### config.mk
export PLATFORM = sky130hd
export DESIGN_NAME = heap_sort_engine
export DESIGN_NICKNAME = d
export VERILOG_FILES = /design/src/hw/rtl/hse_pkg.sv /design/src/hw/rtl/hse_store.sv /design/src/hw/rtl/hse_seq.sv /design/src/hw/rtl/heap_sort_engine.sv
export VERILOG_INCLUDE_DIRS = /design/src /design/src/hw/rtl
export SDC_FILE = /design/constraint.sdc
export NUM_CORES = 2
export LEC_CHECK = 0
export BUFFER_PORTS_ARGS = -buffer_cell sky130_fd_sc_hd__buf_2
export CORE_UTILIZATION = 55
export DETAILED_ROUTE_END_ITERATION = 8
export HOLD_SLACK_MARGIN = 0.12
export PLACE_DENSITY_LB_ADDON = 0.2
export SYNTH_ARGS = -nofsm -noshare
export SYNTH_HDL_FRONTEND = slang
export SYNTH_SLANG_ARGS = --single-unit
### constraint.sdc
create_clock -name clk_i -period 20.2 [get_ports clk_i]
set_input_delay 3.03 -clock clk_i [delete_from_list [all_inputs] [get_ports clk_i]]
set_output_delay 3.03 -clock clk_i [all_outputs]
set_load 0.01 [all_outputs]
### src/hw/rtl/assert_macros.svh
// Assertion macros shared by the heap sort engine RTL.
// No dependencies; included by files that carry concurrent assertions.
`ifndef ASSERT_MACROS_SVH
`define ASSERT_MACROS_SVH

// Property checked on every rising clk_i edge while rst_ni is high.
`define ASSERT_RST(lbl, prop, msg) \
  lbl: assert property (@(posedge clk_i) disable iff (!rst_ni) (prop)) else $error(msg);

// Property checked on every rising clk_i edge, reset included.
`define ASSERT_ALWAYS(lbl, prop, msg) \
  lbl: assert property (@(posedge clk_i) (prop)) else $error(msg);

`endif

### src/hw/rtl/hse_pkg.sv
// Package of the heap sort engine: sizes and the result tag type.
// No dependencies; imported by every module of the engine.
package hse_pkg;

  localparam int unsigned MaxItemsDef = 64;
  localparam int unsigned ValW        = 32;

  // Side information that travels with each result transfer.
  typedef struct packed {
    logic last;
    logic ovf;
  } hse_tag_t;

endpackage

### src/hw/rtl/hse_store.sv
// Element store of the heap sort engine: one write port and one read port,
// read data registered. Depends on hse_pkg.
module hse_store import hse_pkg::*; #(
  parameter int unsigned Depth = MaxItemsDef,
  localparam int unsigned AW   = $clog2(Depth)
) (
  input  logic                   clk_i,
  input  logic                   wr_en_i,
  input  logic [AW-1:0]          wr_addr_i,
  input  logic signed [ValW-1:0] wr_data_i,
  input  logic                   rd_en_i,
  input  logic [AW-1:0]          rd_addr_i,
  output logic signed [ValW-1:0] rd_data_o
);

  logic signed [ValW-1:0] mem_q [Depth];
  logic signed [ValW-1:0] rd_data_q;

  always_ff @(posedge clk_i) begin
    if (wr_en_i) begin
      mem_q[wr_addr_i] <= wr_data_i;
    end
    if (rd_en_i) begin
      rd_data_q <= mem_q[rd_addr_i];
    end
  end

  assign rd_data_o = rd_data_q;

endmodule

### src/hw/rtl/hse_seq.sv
// Sequencer of the heap sort engine: collects a set into the store, runs the
// heap build and sort-down passes as read/compare/write steps, then reads the
// sorted set out. Depends on hse_pkg and assert_macros.svh.
`include "assert_macros.svh"

module hse_seq import hse_pkg::*; #(
  parameter int unsigned MaxItems = MaxItemsDef,
  localparam int unsigned AW      = $clog2(MaxItems),
  localparam int unsigned CW      = $clog2(MaxItems + 1),
  localparam int unsigned XW      = AW + 2
) (
  input  logic                   clk_i,
  input  logic                   rst_ni,
  input  logic                   start,
  output logic                   busy,
  input  logic signed [ValW-1:0] in_value_i,
  input  logic                   in_last_i,
  output logic                   wr_en_o,
  output logic [AW-1:0]          wr_addr_o,
  output logic signed [ValW-1:0] wr_data_o,
  output logic                   rd_en_o,
  output logic [AW-1:0]          rd_addr_o,
  input  logic signed [ValW-1:0] rd_data_i,
  output logic                   issue_o,
  output hse_tag_t               tag_o
);

  localparam logic [3:0] StIdle  = 4'd0;
  localparam logic [3:0] StSetup = 4'd1;
  localparam logic [3:0] StBRd   = 4'd2;
  localparam logic [3:0] StLoadN = 4'd3;
  localparam logic [3:0] StRdL   = 4'd4;
  localparam logic [3:0] StRdR   = 4'd5;
  localparam logic [3:0] StCmp   = 4'd6;
  localparam logic [3:0] StEnd   = 4'd7;
  localparam logic [3:0] StXRd0  = 4'd8;
  localparam logic [3:0] StXRdK  = 4'd9;
  localparam logic [3:0] StXSwap = 4'd10;
  localparam logic [3:0] StOut   = 4'd11;

  logic [3:0]             state_q, state_d;
  logic [CW-1:0]          count_q, count_d;
  logic                   drop_q, drop_d;
  logic [CW-1:0]          size_q, size_d;
  logic [CW-1:0]          k_q, k_d;
  logic [CW-1:0]          idx_q, idx_d;
  logic                   build_q, build_d;
  logic [AW-1:0]          node_q, node_d;
  logic signed [ValW-1:0] nval_q, nval_d;
  logic signed [ValW-1:0] lval_q, lval_d;
  logic signed [ValW-1:0] tmp_q, tmp_d;
  logic                   rvalid_q, rvalid_d;

  logic [XW-1:0]          lc, rc, size_x, cidx;
  logic signed [ValW-1:0] cval;
  logic [CW-1:0]          k_m1;

  // Child indices of the current node, wide enough to exceed the store.
  assign lc     = {1'b0, node_q, 1'b1};
  assign rc     = lc + XW'(1);
  assign size_x = XW'(size_q);
  assign k_m1   = k_q - CW'(1);

  // Larger child of those that were read; the left child wins a tie.
  always_comb begin
    if (rvalid_q && (rd_data_i > lval_q)) begin
      cval = rd_data_i;
      cidx = rc;
    end else begin
      cval = lval_q;
      cidx = lc;
    end
  end

  always_comb begin
    state_d   = state_q;
    count_d   = count_q;
    drop_d    = drop_q;
    size_d    = size_q;
    k_d       = k_q;
    idx_d     = idx_q;
    build_d   = build_q;
    node_d    = node_q;
    nval_d    = nval_q;
    lval_d    = lval_q;
    tmp_d     = tmp_q;
    rvalid_d  = rvalid_q;
    wr_en_o   = 1'b0;
    wr_addr_o = node_q;
    wr_data_o = nval_q;
    rd_en_o   = 1'b0;
    rd_addr_o = lc[AW-1:0];
    issue_o   = 1'b0;
    tag_o     = '{last: (idx_q + CW'(1)) == count_q, ovf: drop_q};

    unique case (state_q)
      StIdle: begin
        if (start) begin
          if (count_q < CW'(MaxItems)) begin
            wr_en_o   = 1'b1;
            wr_addr_o = count_q[AW-1:0];
            wr_data_o = in_value_i;
            count_d   = count_q + CW'(1);
          end else begin
            drop_d = 1'b1;
          end
          if (in_last_i) begin
            state_d = StSetup;
          end
        end
      end
      StSetup: begin
        size_d = count_q;
        idx_d  = '0;
        if (count_q <= CW'(1)) begin
          state_d = StOut;
        end else begin
          k_d     = count_q >> 1;
          build_d = 1'b1;
          state_d = StBRd;
        end
      end
      StBRd: begin
        rd_en_o   = 1'b1;
        rd_addr_o = k_m1[AW-1:0];
        node_d    = k_m1[AW-1:0];
        state_d   = StLoadN;
      end
      StLoadN: begin
        nval_d  = rd_data_i;
        state_d = StRdL;
      end
      StRdL: begin
        if (lc < size_x) begin
          rd_en_o   = 1'b1;
          rd_addr_o = lc[AW-1:0];
          state_d   = StRdR;
        end else begin
          state_d = StEnd;
        end
      end
      StRdR: begin
        lval_d   = rd_data_i;
        rvalid_d = rc < size_x;
        if (rc < size_x) begin
          rd_en_o   = 1'b1;
          rd_addr_o = rc[AW-1:0];
        end
        state_d = StCmp;
      end
      StCmp: begin
        // The node value is carried in a register; the larger child moves up
        // into the hole and the node value lands where the descent stops.
        if (cval > nval_q) begin
          wr_en_o   = 1'b1;
          wr_addr_o = node_q;
          wr_data_o = cval;
          node_d    = cidx[AW-1:0];
          state_d   = StRdL;
        end else begin
          state_d = StEnd;
        end
      end
      StEnd: begin
        wr_en_o   = 1'b1;
        wr_addr_o = node_q;
        wr_data_o = nval_q;
        if (build_q) begin
          if (k_q == CW'(1)) begin
            build_d = 1'b0;
            k_d     = count_q - CW'(1);
            state_d = StXRd0;
          end else begin
            k_d     = k_m1;
            state_d = StBRd;
          end
        end else if (k_q == CW'(1)) begin
          idx_d   = '0;
          state_d = StOut;
        end else begin
          k_d     = k_m1;
          state_d = StXRd0;
        end
      end
      StXRd0: begin
        rd_en_o   = 1'b1;
        rd_addr_o = '0;
        state_d   = StXRdK;
      end
      StXRdK: begin
        tmp_d     = rd_data_i;
        rd_en_o   = 1'b1;
        rd_addr_o = k_q[AW-1:0];
        state_d   = StXSwap;
      end
      StXSwap: begin
        // The root goes to the end of the heap; the old end value sifts down.
        nval_d    = rd_data_i;
        wr_en_o   = 1'b1;
        wr_addr_o = k_q[AW-1:0];
        wr_data_o = tmp_q;
        node_d    = '0;
        size_d    = k_q;
        state_d   = StRdL;
      end
      StOut: begin
        rd_en_o   = 1'b1;
        rd_addr_o = idx_q[AW-1:0];
        issue_o   = 1'b1;
        idx_d     = idx_q + CW'(1);
        if (tag_o.last) begin
          count_d = '0;
          drop_d  = 1'b0;
          state_d = StIdle;
        end
      end
      default: begin
        state_d = StIdle;
      end
    endcase
  end

  assign busy = (state_q != StIdle);

  always_ff @(posedge clk_i or negedge rst_ni) begin
    if (!rst_ni) begin
      state_q <= StIdle;
      count_q <= '0;
      drop_q  <= 1'b0;
      build_q <= 1'b0;
    end else begin
      state_q <= state_d;
      count_q <= count_d;
      drop_q  <= drop_d;
      build_q <= build_d;
    end
  end

  always_ff @(posedge clk_i) begin
    size_q   <= size_d;
    k_q      <= k_d;
    idx_q    <= idx_d;
    node_q   <= node_d;
    nval_q   <= nval_d;
    lval_q   <= lval_d;
    tmp_q    <= tmp_d;
    rvalid_q <= rvalid_d;
  end

  `ASSERT_RST(a_count_bound, count_q <= CW'(MaxItems), "element count above capacity")
  `ASSERT_RST(a_node_in_heap, (state_q == StRdL) |-> (CW'(node_q) < size_q), "node outside heap")
  `ASSERT_RST(a_no_rw_clash, !(wr_en_o && rd_en_o && (wr_addr_o == rd_addr_o)), "read and write hit one entry")

endmodule

### src/hw/rtl/heap_sort_engine.sv
// Top level of the heap sort engine: sequencer, element store and result
// registers. Depends on hse_pkg, hse_seq, hse_store and assert_macros.svh.
//
// Values are taken one per transfer (start high while busy is low) into a
// store of MaxItems entries; values beyond capacity are dropped and flagged
// on overflow_o. The transfer with in_last_i high starts an in-place
// heapsort: about N/2 build sifts and N-1 sort sifts, each descending the
// heap one level per pass through the left read, right read and compare
// states (StRdL, StRdR, StCmp) and ending with a write of the sifted value,
// all through the single read port of the store. The N results then follow
// on consecutive cycles, each marked by out_valid_o for one cycle, ascending,
// with out_last_o on the final one.
// The receiver cannot stall the results. busy falls once the last read has
// issued, so a new set may start while the final result is still leaving.
`include "assert_macros.svh"

module heap_sort_engine import hse_pkg::*; #(
  parameter int unsigned MaxItems = MaxItemsDef
) (
  input  logic                   clk_i,
  input  logic                   rst_ni,
  input  logic                   start,
  output logic                   busy,
  input  logic signed [ValW-1:0] in_value_i,
  input  logic                   in_last_i,
  output logic                   out_valid_o,
  output logic signed [ValW-1:0] out_value_o,
  output logic                   out_last_o,
  output logic                   overflow_o
);

  localparam int unsigned AW = $clog2(MaxItems);

  logic                   wr_en, rd_en, issue;
  logic [AW-1:0]          wr_addr, rd_addr;
  logic signed [ValW-1:0] wr_data, rd_data;
  hse_tag_t               tag, tag_q;
  logic                   out_valid_q;

  hse_seq #(.MaxItems(MaxItems)) u_seq (
    .clk_i      (clk_i),
    .rst_ni     (rst_ni),
    .start      (start),
    .busy       (busy),
    .in_value_i (in_value_i),
    .in_last_i  (in_last_i),
    .wr_en_o    (wr_en),
    .wr_addr_o  (wr_addr),
    .wr_data_o  (wr_data),
    .rd_en_o    (rd_en),
    .rd_addr_o  (rd_addr),
    .rd_data_i  (rd_data),
    .issue_o    (issue),
    .tag_o      (tag)
  );

  hse_store #(.Depth(MaxItems)) u_store (
    .clk_i     (clk_i),
    .wr_en_i   (wr_en),
    .wr_addr_i (wr_addr),
    .wr_data_i (wr_data),
    .rd_en_i   (rd_en),
    .rd_addr_i (rd_addr),
    .rd_data_o (rd_data)
  );

  // The tag is delayed to line up with the registered read data.
  always_ff @(posedge clk_i or negedge rst_ni) begin
    if (!rst_ni) begin
      out_valid_q <= 1'b0;
    end else begin
      out_valid_q <= issue;
    end
  end

  always_ff @(posedge clk_i) begin
    tag_q <= tag;
  end

  assign out_valid_o = out_valid_q;
  assign out_value_o = rd_data;
  assign out_last_o  = tag_q.last;
  assign overflow_o  = tag_q.ovf;

  `ASSERT_RST(a_last_ends_set, (out_valid_o && out_last_o) |=> !out_valid_o, "result after end of set")

endmodule
=== Yosys cells after proc, flatten, opt, wreduce, memory -nomap -nowiden ===
Memory sizes are Yosys's and may differ from the RTL's. A register that Yosys moved wholly into a read port is not among the register bits.
Cells that the tools add are included.

* Output and inout port bits: 36
* Flip-flop bits (word level): 140
* Memory bits (writable): 2048
* Memories: 1
* Input port bits: 36

{| class="wikitable"
|+ Memories
! memory !! depth !! bits a word !! read ports !! clocked after memory_dff !! wr ports !! RTL line !! text
|-
| u_store.mem_q || 64 || 32 || 1 || 1 || 1 || hse_store.sv:16 || <nowiki>logic signed [ValW-1:0] mem_q [Depth];</nowiki>
|}

* Reduce and logical (&&, ||, !) cells: 18
* Multiplexer cells: 54
* Add/sub/neg operators: 5
* Magnitude comparators: 6
* Eq/ne operators: 23

{| class="wikitable"
|+ Operators by type and width
! operator !! count
|-
| two-way mux 32 bit || 4
|-
| one-hot mux 32 bit (3 select lines) || 1
|-
| > comparator 32 bit || 2
|-
| two-way mux 7 bit || 9
|-
| one-hot mux 4 bit (11 select lines) || 1
|-
| one-hot mux 7 bit (2 select lines) || 3
|-
| two-way mux 6 bit || 5
|-
| one-hot mux 6 bit (5 select lines) || 1
|-
| two-way mux 4 bit || 6
|-
| one-hot mux 7 bit (3 select lines) || 1
|-
| one-hot mux 6 bit (3 select lines) || 1
|-
| equality test 4 x 3 -> 1 bit, second input constant || 4
|-
| equality test 4 bit, second input constant || 4
|-
| adder 7 x 1 -> 7 bit, second input constant || 2
|-
| two-way mux 1 bit || 14
|-
| subtractor 7 x 1 -> 7 bit, second input constant || 2
|-
| != test 2 bit, second input constant || 6
|-
| one-hot mux 6 bit (2 select lines) || 1
|-
| AND reduction 3 bit || 3
|-
| adder 7 x 1 -> 8 bit, second input constant || 1
|-
| equality test 4 x 2 -> 1 bit, second input constant || 2
|-
| < comparator 8 x 7 -> 1 bit || 1
|-
| AND reduction 4 bit || 2
|-
| equality test 7 x 1 -> 1 bit, second input constant || 1
|-
| 18 further kinds || 29
|}

=== Depth between registers and ports, before layout ===
* Word-level depth: 8
* Gate-level depth with buffers: 25
* Depth with buffers taken out: 23

=== Modules after synthesis ===
From an unflattened synthesis, not the netlist that was laid out.

* Cells, all modules: 4203
* Area total of the unflattened synthesis: 87963.1 um^2

{| class="wikitable"
|+ By module, submodules not included
! module !! cells an instance !! sequential area each (um^2) !! instances !! area an instance (um^2)
|-
| hse_store || 3324 || 62459.9 || 1 || 78835.6
|-
| hse_seq || 876 || 4048.9 || 1 || 9062.4
|-
| heap_sort_engine || 3 || 65.1 || 1 || 65.1
|}

=== Least setup slack after synthesis ===
No wires, ideal clock.

* Kind: register to register
* Start point: reg u_store.rd_data_q[1] (netlist: u_store.rd_data_o[1]), read port of u_store.mem_q
* End point: mem u_store.mem_q[0][10], data pin
* Arrival time: 6.861 ns
* Cell stages (with the launch flop): 25
* Library setup time: 0.567 ns
* Slack: 12.772 ns
* Cell sequence: edfxtp_1 ha_1 nor2b_1 o21a_1 o21a_1 o21bai_1 a21oi_1 o21ai_0 a21oi_1 nor2_1 buf_2 mux2i_1 inv_1 ha_1 a21o_1 a21o_1 a21oi_1 o21ai_0 a211o_1 or4_1 o21a_1 a21oi_1 nor2_1 clkbuf_1 o221ai_1

* Longest elaborated chain between the ends: 6

{| class="wikitable"
|+ RTL lines
! what !! RTL line !! text
|-
| start, declared || hse_store.sv:17 || <nowiki>logic signed [ValW-1:0] rd_data_q;</nowiki>
|-
| > comparator 32 bit || hse_seq.sv:66 || <nowiki>if (rvalid_q && (rd_data_i > lval_q)) begin</nowiki>
|-
| logical AND 1 bit || hse_seq.sv:66 ||
|-
| two-way mux 32 bit (*) || hse_seq.sv:66 ||
|-
| > comparator 32 bit || hse_seq.sv:154 || <nowiki>if (cval > nval_q) begin</nowiki>
|-
| two-way mux 32 bit (*) || hse_seq.sv:154 ||
|-
| one-hot mux 32 bit (3 select lines) (*) || hse_seq.sv:96 || <nowiki>unique case (state_q)</nowiki>
|-
| net u_seq.wr_data_o[10] || hse_seq.sv:20 || <nowiki>output logic signed [ValW-1:0] wr_data_o,</nowiki>
|-
| end, declared || hse_store.sv:16 ||
|}

Mark *: on every way through the listed nets, which the timed path passes. The rest lies on a longest branch.

=== Worst setup path after layout ===
* Start point: reg u_store.rd_data_q[1] (netlist: u_store.rd_data_o[1]), read port of u_store.mem_q
* End point: mem u_store.mem_q[13][22], data pin

Same word-level chain as after synthesis.

==> summary.txt <==
Run status
  • Status: finished clean

Logic synthesis
  • Cell Area, Synth: 89530 µm²
  • Top cell type's share of synthesized area: between 70% and 80%
  • Sequential-to-total area share from yosys stat: approximately 74%
  • Top cells by area, synth: edfxtp_1 74%, nand2_1 7.3%, nand3_1 3.1%
  • Leading area contributor after synthesis: edfxtp_1
  • Mapped Nets: between 6000 and 7000
  • Yosys reg bits: ~2200
  • Synthesized area per cell: 13.80 µm²
  • Syn Inst Count: 6487
  • Ys flop type: edfxtp_1
  • YS warnings: 0
  • Yosys cell types: slightly above 80
  • Ys async rst share: 0.6306%
  • Number of synthesized flops with an enable pin: 2204

Clock tree
  • Clk Latency, worst-skew pair: 880 ps
  • Total CTS buffers: approximately 220
  • CTS tree: done
  • CTS Root Cell: clkbuf_16
  • # resized after CTS: 0
  • Post-CTS Setup Inserts: 0
  • Clock-pin slew on the worst setup and hold paths: approximately 60 ps
  • Clock Tree Buf Depth: 3
  • CTS hold repair buffers: 0
  • CTS sink cnt: about 2200
  • Htree depth: 4

Job
  • Max_cap viols: 0

STA
  • Slew margin rel.: approximately 17%
  • Final slew viol count: 0
  • RSZ-0062 raised after global routing: no
  • Final TNS setup: 0 ps
  • Layout Skew: 52.11 ps
  • Fmax: 0.1208 GHz
  • Hold Violations, Final: 0
  • Fin crit share: between 40% and 50%
  • Min Tclk post-route: between 8000 and 9000 ps
  • Setup-failing EPs final: 0
  • Worst slew pin tran: 1247 ps

Hold path
  • Worst hold path stage count: 0
  • Hold wc startpoint: u_seq.drop_q
  • Hold Path Class: reg -> reg
  • Worst Hold End: overflow_o

Drt
  • Routed vias/inst: 6.366
  • # DRC: 0
  • Starting DRC count in detailed routing: 8503
  • Detail Route Antenna Nets: 0
  • Vias post-DR: ~56000
  • DR pass1 iterations: 8
  • Avg WL per Cell: 28.60 µm
  • DRT Wirelength: approximately 250000 µm

Floorplanning
  • Io pins: 72
  • Core area: 161100 µm²
  • DIE WIDTH: approximately 410 µm
  • Chip height: slightly above 400 µm
  • Die ar.: 164400 µm²
  • # rows: 147
  • Initial cell density of the core: about 56%

Critical path
  • Cell mode on critical path: a21oi_1
  • Delay-heaviest family, CP: compound AO/OA/AOI/OAI gates
  • Reg-to-Reg Start: u_store.rd_data_o[1]
  • Critical path arrival: ~9000 ps
  • Critical-path top delay cell: buf_4
  • Launching element type of the critical path: flip-flop
  • Reg2reg end: u_store.mem_q[13][22]
  • Critical path class: reg -> reg
  • Slowest stage delay, CP: 700 ps
  • WP data required: roughly 21000 ps
  • Reg2Reg Setup Slack: between 10000 and 15000 ps
  • Setup crit end kind: flip-flop
  • Cells on worst reg2reg path: 25
  • Critical path buffers and inverters: 4
  • Critical-path maximum fanout: 64

GRT
  • Largest net degree at the start of global routing: between 150 and 200
  • Tot GR Track Use: about 30%
  • Initial antenna violation count: 11
  • Number of global-route vias before repair: about 52000
  • Global route total overflow: 0
  • First-pass GRT wire length: ~360000 µm

Placement
  • Global placer's final weighted congestion: around 0.9
  • HPWL after DPL: 142900 µm
  • Port buffer count: approximately 70

Layout
  • Share of layout cells above drive strength 1: 9.265%
  • Final net count: 6614
  • Fill cell count: around 12000
  • Area Growth Syn to Fin: 11.07%
layout make-up:
| type | instances | area (µm²) | share of cell area (%) |
|---|---|---|---|
| timing repair buffer | 185 | 1311 | 1.319 |
| sequential | 2220 | 66570 | 66.94 |
| tap | 2160 | 2703 | 2.718 |
| clock buffer | 267 | 5597 | 5.628 |
| multi-input combinational | 3754 | 21750 | 21.87 |
| clock inverter | 128 | 1066 | 1.072 |
| inverter | 116 | 435.4 | 0.4378 |
| antenna | 5 | 12.51 | 0.01258 |
cell usage in the layout, fill, tap and decap left out, types with 11 or more instances in the layout:
| cell type | n |
|---|---|
| a211oi_1 | 21 |
| a21o_1 | 27 |
| a21oi_1 | 88 |
| a221oi_1 | 12 |
| a22oi_1 | 38 |
| a31oi_1 | 188 |
| a32o_1 | 12 |
| a32oi_1 | 161 |
| a41oi_1 | 40 |
| and3_1 | 31 |
| buf_2 | 71 |
| buf_4 | 106 |
| clkbuf_1 | 51 |
| clkbuf_16 | 216 |
| clkinv_1 | 58 |
| clkinv_2 | 42 |
| dfrtp_1 | 14 |
| edfxtp_1 | 2204 |
| ha_1 | 85 |
| inv_1 | 115 |
| mux2i_1 | 211 |
| nand2_1 | 1729 |
| nand3_1 | 548 |
| nand4_1 | 107 |
| nand4b_1 | 22 |
| nor2_1 | 53 |
| nor2_4 | 72 |
| nor3_1 | 15 |
| nor4_1 | 18 |
| o211a_1 | 19 |
| o211ai_1 | 29 |
| o21ai_0 | 42 |
| o221ai_4 | 31 |
| o32a_1 | 11 |
| xnor2_1 | 18 |
| xor2_1 | 11 |
synthesized netlist by cell type, types with 5 or more instances:
library cell,number
mux2i_1,211
xor2_1,11
or3_1,6
a21o_1,27
nand3_1,549
and2_1,8
buf_1,17
o22ai_1,10
nand4_1,107
o32a_1,11
inv_1,115
ha_1,85
nor2_1,125
clkbuf_1,147
o21ai_0,42
edfxtp_1,2204
dfrtp_1,14
buf_6,11
nor2b_1,9
a21oi_1,88
nand4b_1,22
buf_2,181
nand2_1,1731
nor4_1,18
nand3b_1,5
a211oi_1,21
a22oi_1,38
a41oi_1,40
o21a_1,6
buf_4,40
nor3b_1,5
o211a_1,19
a32o_1,12
a32oi_1,161
a31oi_1,188
o221ai_1,31
a221oi_1,12
and3_1,32
o211ai_1,29
nor3_1,18
xnor2_1,18
stage by stage:
stage	util, %	hold slack [ps]	setup slack (ps)	cell area [µm²]	instances
global placement	57.58	355.5	12130	92770	8435
CTS	61.71	385.4	11960	99430	8830
global route	61.72	404.9	11600	99440	8831
detailed placement	57.58	371.9	12020	92770	8435
floorplan	-	347.2	12770	89530	6487
finish	61.72	380.6	11920	99450	8835
how the worst max path moves through the flow:
stage / start / to / slack, ps / depth (start not counted)
finish: u_store.rd_data_o[1] / u_store.mem_q[13][22] / 11920 / 25
global route: u_store.rd_data_o[9] / u_store.mem_q[42][25] / 11600 / 23
CTS: u_store.rd_data_o[9] / u_store.mem_q[26][16] / 11960 / 24
detailed placement: u_store.rd_data_o[9] / u_store.mem_q[40][25] / 12020 / 23
global placement: u_store.rd_data_o[9] / u_store.mem_q[9][16] / 12130 / 24
floorplan: u_store.rd_data_o[1] / u_store.mem_q[0][10] / 12770 / 24
registers in the layout, summed over array words and instances (netlist names):
signal and count:
u_seq.node_q 6, u_seq.lval_q 32, u_seq.rvalid_q 1, u_seq.idx_q 7
u_seq.tmp_q 32, u_seq.size_q 7, u_store.rd_data_o 32, u_seq.build_q 1
out_valid_o 1, u_seq.nval_q 32, u_seq.drop_q 1, u_seq.count_q 7
u_seq.state_q 4, overflow_o 1, u_store.mem_q 2048, u_seq.k_q 7
out_last_o 1
worst register-to-register path, delay by kind of cell, from the launching register on:
family	cells	cell delay [ps]
mux	1	390
compound gates	14	2980
buf+inv	4	1720
fa+ha+maj	2	650
simple gates	4	1520
flops	1	480
kinds of logic (layout without fill, tap and decap cells):
group                    count (synthesis)  after routing  synth area share, %
AO/OA/AOI/OAI                          766            766                6.303
XOR/XNOR                                29             29               0.2837
adder cells (fa/ha/maj)                 85             85                1.188
buffers and inverters                  513            696                2.665
flip-flops                            2220           2220                74.36
multiplexers                           218            218                2.485
other                                    0              5                    0
AND/OR/NAND/NOR                       2656           2656                12.72
per-layer routing:
metal,up-vias,part of all wire (%),wire [µm],GRT usage [%]
li1,24390,-,-,-
met1,28240,40,102200,45.62
met2,3191,45,112400,44.41
met3,412,10,26370,5.049
met4,6,4.6,11640,13.33
met5,-,0.015,37,0
Power is left out: the tool's default activity adds up to more than one toggle a clock period on the data nets, which glitch-free logic cannot reach.
